## src/sv/ppmd_pkg.sv

```systemverilog
// Shared constants and types for the PPM frame decoder.
`timescale 1ns / 1ps

package ppmd_pkg;

    localparam int NUM_CHANNELS = 8;
    localparam int CH_W         = (NUM_CHANNELS > 1) ? $clog2(NUM_CHANNELS) : 1;
    localparam int TIME_W       = 32;
    localparam int GAP_W        = 16;
    localparam int CHAN_OUT_W   = 3;

    localparam int APB_ADDR_W   = 4;
    localparam int APB_DATA_W   = 32;

    localparam logic [GAP_W-1:0] SYNC_MIN_RST  = 16'd2200;
    localparam logic [GAP_W-1:0] PULSE_MIN_RST = 16'd900;
    localparam logic [GAP_W-1:0] PULSE_MAX_RST = 16'd2100;

    // register index = paddr[3:2]
    localparam logic [1:0] REG_SYNC_MIN  = 2'd0;
    localparam logic [1:0] REG_PULSE_MIN = 2'd1;
    localparam logic [1:0] REG_PULSE_MAX = 2'd2;

    typedef struct packed {
        logic [GAP_W-1:0] sync_min;
        logic [GAP_W-1:0] pulse_min;
        logic [GAP_W-1:0] pulse_max;
    } cfg_t;

    typedef logic [NUM_CHANNELS-1:0][GAP_W-1:0] frame_t;

endpackage

```

## src/sv/ppmd_regs.sv

```systemverilog
// APB configuration registers of the PPM frame decoder.
`timescale 1ns / 1ps

module ppmd_regs
    import ppmd_pkg::*;
(
    input  logic                  clk,
    input  logic                  rst_n,
    input  logic                  psel,
    input  logic                  penable,
    input  logic                  pwrite,
    input  logic [APB_ADDR_W-1:0] paddr,
    input  logic [APB_DATA_W-1:0] pwdata,
    output logic [APB_DATA_W-1:0] prdata,
    output logic                  pready,
    output cfg_t                  cfg
);

    cfg_t       cfg_reg;
    cfg_t       cfg_next;
    logic       wr_en;
    logic [1:0] reg_idx;

    assign pready  = 1'b1;
    assign wr_en   = psel & penable & pwrite;
    assign reg_idx = paddr[3:2];
    assign cfg     = cfg_reg;

    always_comb
    begin
        cfg_next = cfg_reg;
        if (wr_en)
        begin
            unique case (reg_idx)
                REG_SYNC_MIN:  cfg_next.sync_min  = pwdata[GAP_W-1:0];
                REG_PULSE_MIN: cfg_next.pulse_min = pwdata[GAP_W-1:0];
                REG_PULSE_MAX: cfg_next.pulse_max = pwdata[GAP_W-1:0];
                default:       cfg_next = cfg_reg;
            endcase
        end
    end

    always_comb
    begin
        unique case (reg_idx)
            REG_SYNC_MIN:  prdata = APB_DATA_W'(cfg_reg.sync_min);
            REG_PULSE_MIN: prdata = APB_DATA_W'(cfg_reg.pulse_min);
            REG_PULSE_MAX: prdata = APB_DATA_W'(cfg_reg.pulse_max);
            default:       prdata = '0;
        endcase
    end

    always_ff @(posedge clk or negedge rst_n)
    begin
        if (!rst_n)
        begin
            cfg_reg.sync_min  <= SYNC_MIN_RST;
            cfg_reg.pulse_min <= PULSE_MIN_RST;
            cfg_reg.pulse_max <= PULSE_MAX_RST;
        end
        else
        begin
            cfg_reg <= cfg_next;
        end
    end

endmodule

```

## src/sv/ppmd_drain.sv

```systemverilog
// Frame output buffer: holds a completed frame and shifts it out one word at a time.
`timescale 1ns / 1ps

module ppmd_drain
    import ppmd_pkg::*;
(
    input  logic                  clk,
    input  logic                  rst_n,
    input  logic                  load,
    input  frame_t                frame,
    input  logic                  flag,
    output logic                  busy,
    output logic                  out_valid,
    input  logic                  out_stall,
    output logic [CHAN_OUT_W-1:0] channel,
    output logic [GAP_W-1:0]      width,
    output logic                  sync_seen,
    output logic                  last
);

    frame_t          buf_reg;
    frame_t          buf_next;
    logic [CH_W-1:0] idx_reg;
    logic [CH_W-1:0] idx_next;
    logic            busy_reg;
    logic            busy_next;
    logic            flag_reg;
    logic            flag_next;
    logic            take;
    logic            at_last;

    assign take    = busy_reg & ~out_stall;
    assign at_last = (idx_reg == CH_W'(NUM_CHANNELS - 1));

    always_comb
    begin
        buf_next  = buf_reg;
        idx_next  = idx_reg;
        busy_next = busy_reg;
        flag_next = flag_reg;
        if (load)
        begin
            buf_next  = frame;
            idx_next  = '0;
            busy_next = 1'b1;
            flag_next = flag;
        end
        else if (take)
        begin
            // shift so the next word always sits in entry 0
            for (int k = 0; k < NUM_CHANNELS - 1; k++)
            begin
                buf_next[k] = buf_reg[k+1];
            end
            idx_next  = idx_reg + 1'b1;
            busy_next = ~at_last;
        end
    end

    always_ff @(posedge clk or negedge rst_n)
    begin
        if (!rst_n)
        begin
            idx_reg  <= '0;
            busy_reg <= 1'b0;
            flag_reg <= 1'b0;
        end
        else
        begin
            idx_reg  <= idx_next;
            busy_reg <= busy_next;
            flag_reg <= flag_next;
        end
    end

    always_ff @(posedge clk)
    begin
        buf_reg <= buf_next;
    end

    assign busy      = busy_reg;
    assign out_valid = busy_reg;
    assign channel   = CHAN_OUT_W'(idx_reg);
    assign width     = buf_reg[0];
    assign sync_seen = flag_reg;
    assign last      = at_last;

endmodule

```

## src/sv/ppm_frame_decoder.sv

```systemverilog
// PPM frame decoder top level: gap measurement, sync tracking, channel store.
//
//  channel  | direction | handshake           | payload
//  ---------+-----------+---------------------+----------------------------------
//  input    | in        | in_valid / in_stall | edge_time
//  output   | out       | out_valid/out_stall | channel, width, sync_seen, last
//  config   | in        | APB, pready high    | sync_min, pulse_min, pulse_max
//
// An edge word is decoded in the cycle it is accepted; one edge per cycle
// while in_stall is low. A completed frame goes to the output buffer and
// leaves as one word per cycle while out_stall is low. in_stall rises only
// while the output buffer still holds a frame and the next edge could
// complete another; output stalls thus reach the input only then.
// After reset the block is unsynced with the registers at their defaults.
`timescale 1ns / 1ps

module ppm_frame_decoder
    import ppmd_pkg::*;
(
    input  logic                  clk,
    input  logic                  rst_n,
    input  logic                  psel,
    input  logic                  penable,
    input  logic                  pwrite,
    input  logic [APB_ADDR_W-1:0] paddr,
    input  logic [APB_DATA_W-1:0] pwdata,
    output logic [APB_DATA_W-1:0] prdata,
    output logic                  pready,
    input  logic                  in_valid,
    output logic                  in_stall,
    input  logic [TIME_W-1:0]     edge_time,
    output logic                  out_valid,
    input  logic                  out_stall,
    output logic [CHAN_OUT_W-1:0] channel,
    output logic [GAP_W-1:0]      width,
    output logic                  sync_seen,
    output logic                  last
);

    cfg_t            cfg;
    logic [TIME_W-1:0] prev_time_reg;
    logic            synced_reg;
    logic            synced_next;
    logic [CH_W-1:0] count_reg;
    logic [CH_W-1:0] count_next;
    logic            flag_reg;
    logic            flag_next;
    frame_t          chan_buf_reg;
    frame_t          frame;
    logic            accept;
    logic [GAP_W-1:0] gap;
    logic            is_sync;
    logic            in_win;
    logic            store;
    logic            count_full;
    logic            frame_done;
    logic            drain_busy;

    ppmd_regs u_regs (
        .clk     (clk),
        .rst_n   (rst_n),
        .psel    (psel),
        .penable (penable),
        .pwrite  (pwrite),
        .paddr   (paddr),
        .pwdata  (pwdata),
        .prdata  (prdata),
        .pready  (pready),
        .cfg     (cfg)
    );

    assign count_full = (count_reg == CH_W'(NUM_CHANNELS - 1));
    assign in_stall   = drain_busy & count_full;
    assign accept     = in_valid & ~in_stall;

    // modular difference, only the low bits survive
    assign gap     = edge_time[GAP_W-1:0] - prev_time_reg[GAP_W-1:0];
    assign is_sync = (gap >= cfg.sync_min);
    assign in_win  = (gap >= cfg.pulse_min) && (gap <= cfg.pulse_max);

    assign store      = accept & synced_reg & ~is_sync & in_win;
    assign frame_done = store & count_full;

    always_comb
    begin
        synced_next = synced_reg;
        count_next  = count_reg;
        flag_next   = flag_reg;
        if (accept)
        begin
            if (synced_reg)
            begin
                if (is_sync)
                begin
                    count_next = '0;
                    flag_next  = 1'b1;
                end
                else if (in_win)
                begin
                    count_next = count_full ? '0 : count_reg + 1'b1;
                end
                else
                begin
                    synced_next = 1'b0;
                end
            end
            else if (is_sync)
            begin
                synced_next = 1'b1;
                count_next  = '0;
                flag_next   = 1'b0;
            end
        end
    end

    // last channel goes straight from the gap, the rest from the store
    always_comb
    begin
        frame = chan_buf_reg;
        frame[NUM_CHANNELS-1] = gap;
    end

    always_ff @(posedge clk or negedge rst_n)
    begin
        if (!rst_n)
        begin
            prev_time_reg <= '0;
            synced_reg    <= 1'b0;
            count_reg     <= '0;
            flag_reg      <= 1'b0;
        end
        else
        begin
            if (accept)
            begin
                prev_time_reg <= edge_time;
            end
            synced_reg <= synced_next;
            count_reg  <= count_next;
            flag_reg   <= flag_next;
        end
    end

    always_ff @(posedge clk)
    begin
        if (store)
        begin
            chan_buf_reg[count_reg] <= gap;
        end
    end

    ppmd_drain u_drain (
        .clk       (clk),
        .rst_n     (rst_n),
        .load      (frame_done),
        .frame     (frame),
        .flag      (flag_reg),
        .busy      (drain_busy),
        .out_valid (out_valid),
        .out_stall (out_stall),
        .channel   (channel),
        .width     (width),
        .sync_seen (sync_seen),
        .last      (last)
    );

    // a new frame must never land on one still being sent
    a_no_overrun: assert property (@(posedge clk) disable iff (!rst_n)
        frame_done |-> !drain_busy)
        else $error("frame completed while output buffer busy");

    // a completed frame starts with channel zero on the next cycle
    a_frame_start: assert property (@(posedge clk) disable iff (!rst_n)
        frame_done |=> (out_valid && channel == '0))
        else $error("frame did not start at channel zero");

    // a word with last marks the final channel
    a_last_chan: assert property (@(posedge clk) disable iff (!rst_n)
        (out_valid && last) |-> (channel == CHAN_OUT_W'(NUM_CHANNELS - 1)))
        else $error("last flag on wrong channel");

    // count only moves on an accepted edge
    a_count_hold: assert property (@(posedge clk) disable iff (!rst_n)
        !accept |=> $stable(count_reg))
        else $error("channel count changed without an edge");

endmodule
```

## config.mk

```make
export PLATFORM = sky130hd
export DESIGN_NAME = ppm_frame_decoder
export DESIGN_NICKNAME = d
export VERILOG_FILES = /design/src/sv/ppmd_pkg.sv /design/src/sv/ppmd_regs.sv /design/src/sv/ppmd_drain.sv /design/src/sv/ppm_frame_decoder.sv
export SDC_FILE = /design/constraint.sdc
export NUM_CORES = 1
export LEC_CHECK = 0
export BUFFER_PORTS_ARGS = -buffer_cell sky130_fd_sc_hd__buf_4
export CAP_MARGIN = 20
export CORE_ASPECT_RATIO = 0.5
export CORE_UTILIZATION = 65
export CTS_BUF_LIST = sky130_fd_sc_hd__clkbuf_4 sky130_fd_sc_hd__clkbuf_8
export CTS_CLUSTER_SIZE = 10
export DETAILED_ROUTE_END_ITERATION = 10
export GPL_TIMING_DRIVEN = 0
export PLACE_DENSITY = 0.86
export REMOVE_ABC_BUFFERS = 1
export SYNTH_ARGS = -nofsm -noshare
export SYNTH_HDL_FRONTEND = slang
export SYNTH_SLANG_ARGS = --single-unit
```

## constraint.sdc

```tcl
create_clock -name clk -period 21.4 [get_ports clk]
set_input_delay 4.28 -clock clk [delete_from_list [all_inputs] [get_ports clk]]
set_output_delay 4.28 -clock clk [all_outputs]
set_load 0.02 [all_outputs]
```

Word level (Yosys, flattened, before mapping)
Index checks and enable logic that the tools add are counted.
{ "totals": {"output_inout_bits": 56, "word_cells": 84, "reg_bits": 330} }
{ "classes": {"muxes": 22, "reduce_logical": 11, "n_bitwise": 13, "magnitude_cmp": 5, "add_sub_neg": 3, "eq_ne": 4} }
{ "ops": {"columns": ["cell", "n"], "rows": [
  ["two-way mux 112 bit", 2],
  ["bitwise mux 128 bit", 1],
  ["demux 16 bit (select 3 bit)", 1],
  ["one-hot mux 16 bit (3 select lines)", 1],
  ["greater-or-equal comparator 16 bit", 2],
  ["two-way mux 3 bit", 7],
  ["less-or-equal comparator 16 bit", 1],
  ["two-way mux 16 bit", 1],
  ["subtractor 16 bit", 1],
  ["bitwise AND 1 bit", 9],
  ["two-way mux 1 bit", 9],
  ["AND reduction 2 bit", 4],
  ["adder 3 x 1 -> 3 bit (second input constant)", 2],
  ["equality test 3 bit (second input constant)", 2],
  ["nonzero test 2 bit", 3],
  ["< comparator 3 x 4 -> 1 bit (second input constant)", 1],
  ["inverter 1 bit", 4],
  ["greater-or-equal comparator 3 x 1 -> 1 bit (second input constant)", 1],
  ["AND reduction 3 bit", 1],
  ["equality test 2 x 1 -> 1 bit (second input constant)", 1],
  ["equality test 2 bit (second input constant)", 1],
  ["logical AND 1 bit", 2],
  ["logical NOT 2 bit", 1]
]} }

Longest topological paths before layout
{ "logic_depth": {"word_depth": 9, "mapped_depth": 22, "mapped_depth_nobuf": 20} }

By module
A second synthesis with hierarchy kept.
{ "unflattened": {"hier_cells": 935, "hier_area_um2": 14187.4} }
{ "modules_own_cells": {"columns": ["mod", "cells_per_inst", "instances", "area_per_inst_um2"], "rows": [
  ["ppm_frame_decoder", 466, 1, 6188.4],
  ["ppmd_drain", 291, 1, 5651.7],
  ["ppmd_regs", 178, 1, 2347.3]
]} }

Worst setup path after synthesis
No wires, ideal clock.
{ "synth_timing": {"path_kind": "input to register", "from": "in edge_time[0]", "to": "reg u_drain.buf_reg[100] (netlist bit), enable pin", "arrival_ns": 10.555, "cell_stages": 20, "path_slack_ns": 10.370, "setup_ns": 0.475, "path_cell_list": "inv_1 ha_1 inv_1 fa_1 a21o_1 a21oi_1 o21bai_1 a21oi_1 or2_2 nand2_1 xor2_1 ha_1 a21o_1 a221o_1 a221o_1 a221oi_2 nand2_2 buf_6 buf_6 nand2_1"} }
{ "synth_between": {"elab_chain_cells": 7} }
{ "synth_rtl": {"columns": ["item", "line", "rtl"], "rows": [
  ["start: declaration", "ppm_frame_decoder.sv:31", "input logic [TIME_W-1:0] edge_time,"],
  ["subtractor 16 bit *", "ppm_frame_decoder.sv:77", "assign gap = edge_time[GAP_W-1:0] - prev_time_reg[GAP_W-1:0];"],
  ["net gap[10]", "ppm_frame_decoder.sv:51", "logic [GAP_W-1:0] gap;"],
  ["greater-or-equal comparator 16 bit", "ppm_frame_decoder.sv:78", "assign is_sync = (gap >= cfg.sync_min);"],
  ["inverter 1 bit", "ppm_frame_decoder.sv:81", "assign store = accept & synced_reg & ~is_sync & in_win;"],
  ["bitwise AND 1 bit", "ppm_frame_decoder.sv:81", null],
  ["bitwise AND 1 bit *", "ppm_frame_decoder.sv:81", null],
  ["bitwise AND 1 bit *", "ppm_frame_decoder.sv:82", "assign frame_done = store & count_full;"],
  ["nonzero test 2 bit (no line) *", null, null],
  ["end signal: assignment", "ppmd_drain.sv:78", "buf_reg <= buf_next;"],
  ["end: declaration", "ppmd_drain.sv:21", "frame_t buf_reg;"]
]} }
The timed path passes the listed nets; every way through them passes the cells marked *.
A chain may end at the register's enable or synchronous reset.

Worst setup path after layout
{ "layout_timing": {"from": "in edge_time[1]", "to": "reg u_drain.buf_reg[25] (netlist bit), enable pin"} }
The elaborated chain is that of the path after synthesis.

==> results.ini <==
[yosys]
netlist_top_cells_count=240 x edfxtp_1, 94 x mux2_2, 89 x nand2_1
yosysMostFrequentCell=edfxtp_1
syn_avg_cell_area_sq_um=14.4
synth-main-ff-cell=edfxtp_1
synth_top_cell_by_area=edfxtp_1
yosysWarningCount=0
yosysSeqAreaShare_pct=65.2
synth_seq_cells=314
ys_types=56
synth_edf_count=240
synth_area_leaders=edfxtp_1 52%, dfrtp_1 11%, mux2_2 7.6%
syn_inst=969
syn_area_sq_mm=0.0139
async_flop_share_pct=23.6
synth_top_cell_area_share_pct=51.8

[cts]
cts_buffers=44
cts_resized=0
h-tree-depth=2
cts_tree=built
clock_path_buffers=3
cts.clk_slew.worst_paths_ns=0.06
cts_setup_buffers=0
clk_latency_ns=0.55
postCtsHoldBufs=0
root_buffer=clkbuf_8
cts_sinks=314

[global_route]
grt_pass1_wl_um=40700
antenna_found_initial=0
grt_usage_pct=23.8
grt_pass1_vias=8010
gr-total-overflow=0
grt_max_degree=117

[sta]
finalSetupTns_ns=0
fin_crit_sh_pct=49.9
rsz0062_at_grt=no
setup_viol=0
relSlewSlack_pct=27.9
whs_ns=0.494
slew_violations=0
fin_ws_ns=10.73
max_freq_mhz=93.7
layout_min_cycle_time_ns=10.67
worst_slew_pin_slew_ns=1.08
clock_skew_ns=0.0318
hold_violations=0

[setup_path]
critPathCaptureType=register
crit_chain=buf_4 -> ha_1 -> nor2b_1 -> o21a_1 -> o21ai_0 -> a2111oi_0 -> nor2_1 -> mux2i_1 -> a2111o_1 -> ha_1 -> and4_1 -> nand2_1 -> or4_1 -> a221oi_2 -> nand2_8 -> nand2_4 -> buf_12 -> buf_16
cpMostUsedCell=ha_1
r2r-start=prev_time_reg[1]
cp_top_family=compound AO/OA/AOI/OAI gates
rrSetupSlack_ns=14.20
critPathRequiredTime_ns=21.61
cp_max_fo=116
arrival_ns=10.88
crit_path_max_incr_delay_ns=0.92
r2r_end=u_drain.buf_reg[25]
start_kind=input pin
r2r_cells=18
critPathSlowestCell=a2111oi_0
path_buf_inv=3
critPathKind=in -> reg

[power_and_ir_drop]
power_frac_seq_pct=50.2
pwr-share-clk_pct=31.8
ir_worst_vdd_mv=0.0478
switching_share_pct=27.4
p_leak_nw=6.20
total_power_mw=1.46
combPwrFrac_pct=18.0
p_int_mw=1.06
p_per_area_mw_per_mm2=93.3
switching_power_uw=400

[layout]
areaGrowthSynthToFinish_pct=12.3
final_area_sq_mm=0.0156
utilization_pct=75.2
final_layout_size_suffix_gt1_share_pct=26.1
antenna_cells=0
fillCellCount=1143
fin_cells=1369
nets=1204

[die]
dieArea_sq_mm=0.0220
rows=37
fp.coreArea_sq_mm=0.0208
die_w_um=209
ioPinCount=131
start_util_pct=67.0
die_h_um=105

[status]
run_status=complete, no violations

[route]
drt_pass1_iterations=5
postRouteWirelength_um=25500
routed-via-count=7839
drt-initial-drc-count=547
vias_per_cell=5.73
route.detailed.drc=0
drtAntennaViolNets=0
wl_per_cell_um=18.6

[placed_design]
dp.cells=1285
gp_routability_congestion=0.851
placed_area_sq_mm=0.0147
io_buffer_count=79
post-place-ws_ns=10.06
dp_hpwl_um=16600

[job]
max-cap-violations=0

[worst_hold_path]
worstHoldStart=flag_reg
hold_path_class=reg -> reg
holdPathEnd=flag_reg
hold_depth=2

[logic make-up (layout without fill, tap and decap cells)]
logic type      count (synthesis)  after routing  share of synthesized area [%]
flops                         314            314                           65.2
mux                           150            150                           12.0
simple gates                  147            147                           4.99
compound gates                141            141                           6.05
buf+inv                       134            246                           4.77
fa+ha+maj                      68             68                           6.17
xor+xnor                       13             13                          0.818
other cells                     2             17                         0.0540
[area by class of cell]
class                   instances  area, sq um  share of cell area (%)
flip-flops and latches        314         9070                    58.0
clock buffers                  66          777                    4.97
inverters                      70          263                    1.68
well taps                     273          342                    2.19
clock inverters                15          109                   0.696
multi-input cells             536         4290                    27.4
repair buffers                 95          779                    4.99
[worst max-delay path by stage]
stage                            start                    to  cells after the start
after floorplan           edge_time[7]  u_drain.buf_reg[100]                     14
after global placement    edge_time[1]      u_drain.width[6]                     15
after detailed placement  edge_time[0]      u_drain.width[5]                     21
after CTS                 edge_time[0]   u_drain.buf_reg[57]                     21
after global routing      edge_time[1]   u_drain.buf_reg[41]                     18
final                     edge_time[1]   u_drain.buf_reg[25]                     18
[metal layers]
layer | part of all wire, % | routed length, um | vias up | GRT usage [%]
met5 | 0 | 0 | - | 0
met4 | 2.1 | 538 | 0 | 6.93
met3 | 6.4 | 1640 | 46 | 4.83
met2 | 47 | 12100 | 267 | 39.3
met1 | 44 | 11200 | 3836 | 32.4
li1 | - | - | 3690 | -
[tightest hold or removal path: cells and delay by family (launching register included)]
kind | cells | cell delay [ns]
simple gates | 1 | 0.05
flops | 1 | 0.35
compound gates | 1 | 0.06
[cell usage in the layout, fill, tap and decap left out, types with 4 or more instances in the layout]
cell type,count
nand2_1,88
nor2_1,13
clkbuf_8,45
buf_4,86
mux2_2,94
clkbuf_4,21
o21a_1,5
nand4_1,5
buf_6,5
edfxtp_1,240
inv_1,70
nand2b_1,4
conb_1,17
dfrtp_1,62
mux2i_1,19
nand3_1,5
dfstp_2,12
o21ai_0,75
mux2_1,37
clkinv_1,8
xnor2_1,6
a21oi_1,26
and4_1,5
ha_1,67
a21o_1,11
o211ai_1,4
xor2_1,7
[power groups by stage]
stage | logic [mW] | registers, mW | clock network, mW
after floorplan | 0.166 | 0.736 | 0
after global placement | 0.233 | 0.740 | 0
after detailed placement | 0.256 | 0.744 | 0
after CTS | 0.258 | 0.732 | 0.472
after global routing | 0.292 | 0.735 | 0.500
final | 0.262 | 0.732 | 0.464
No activity file was read; power rests on OpenSTA's default activity.
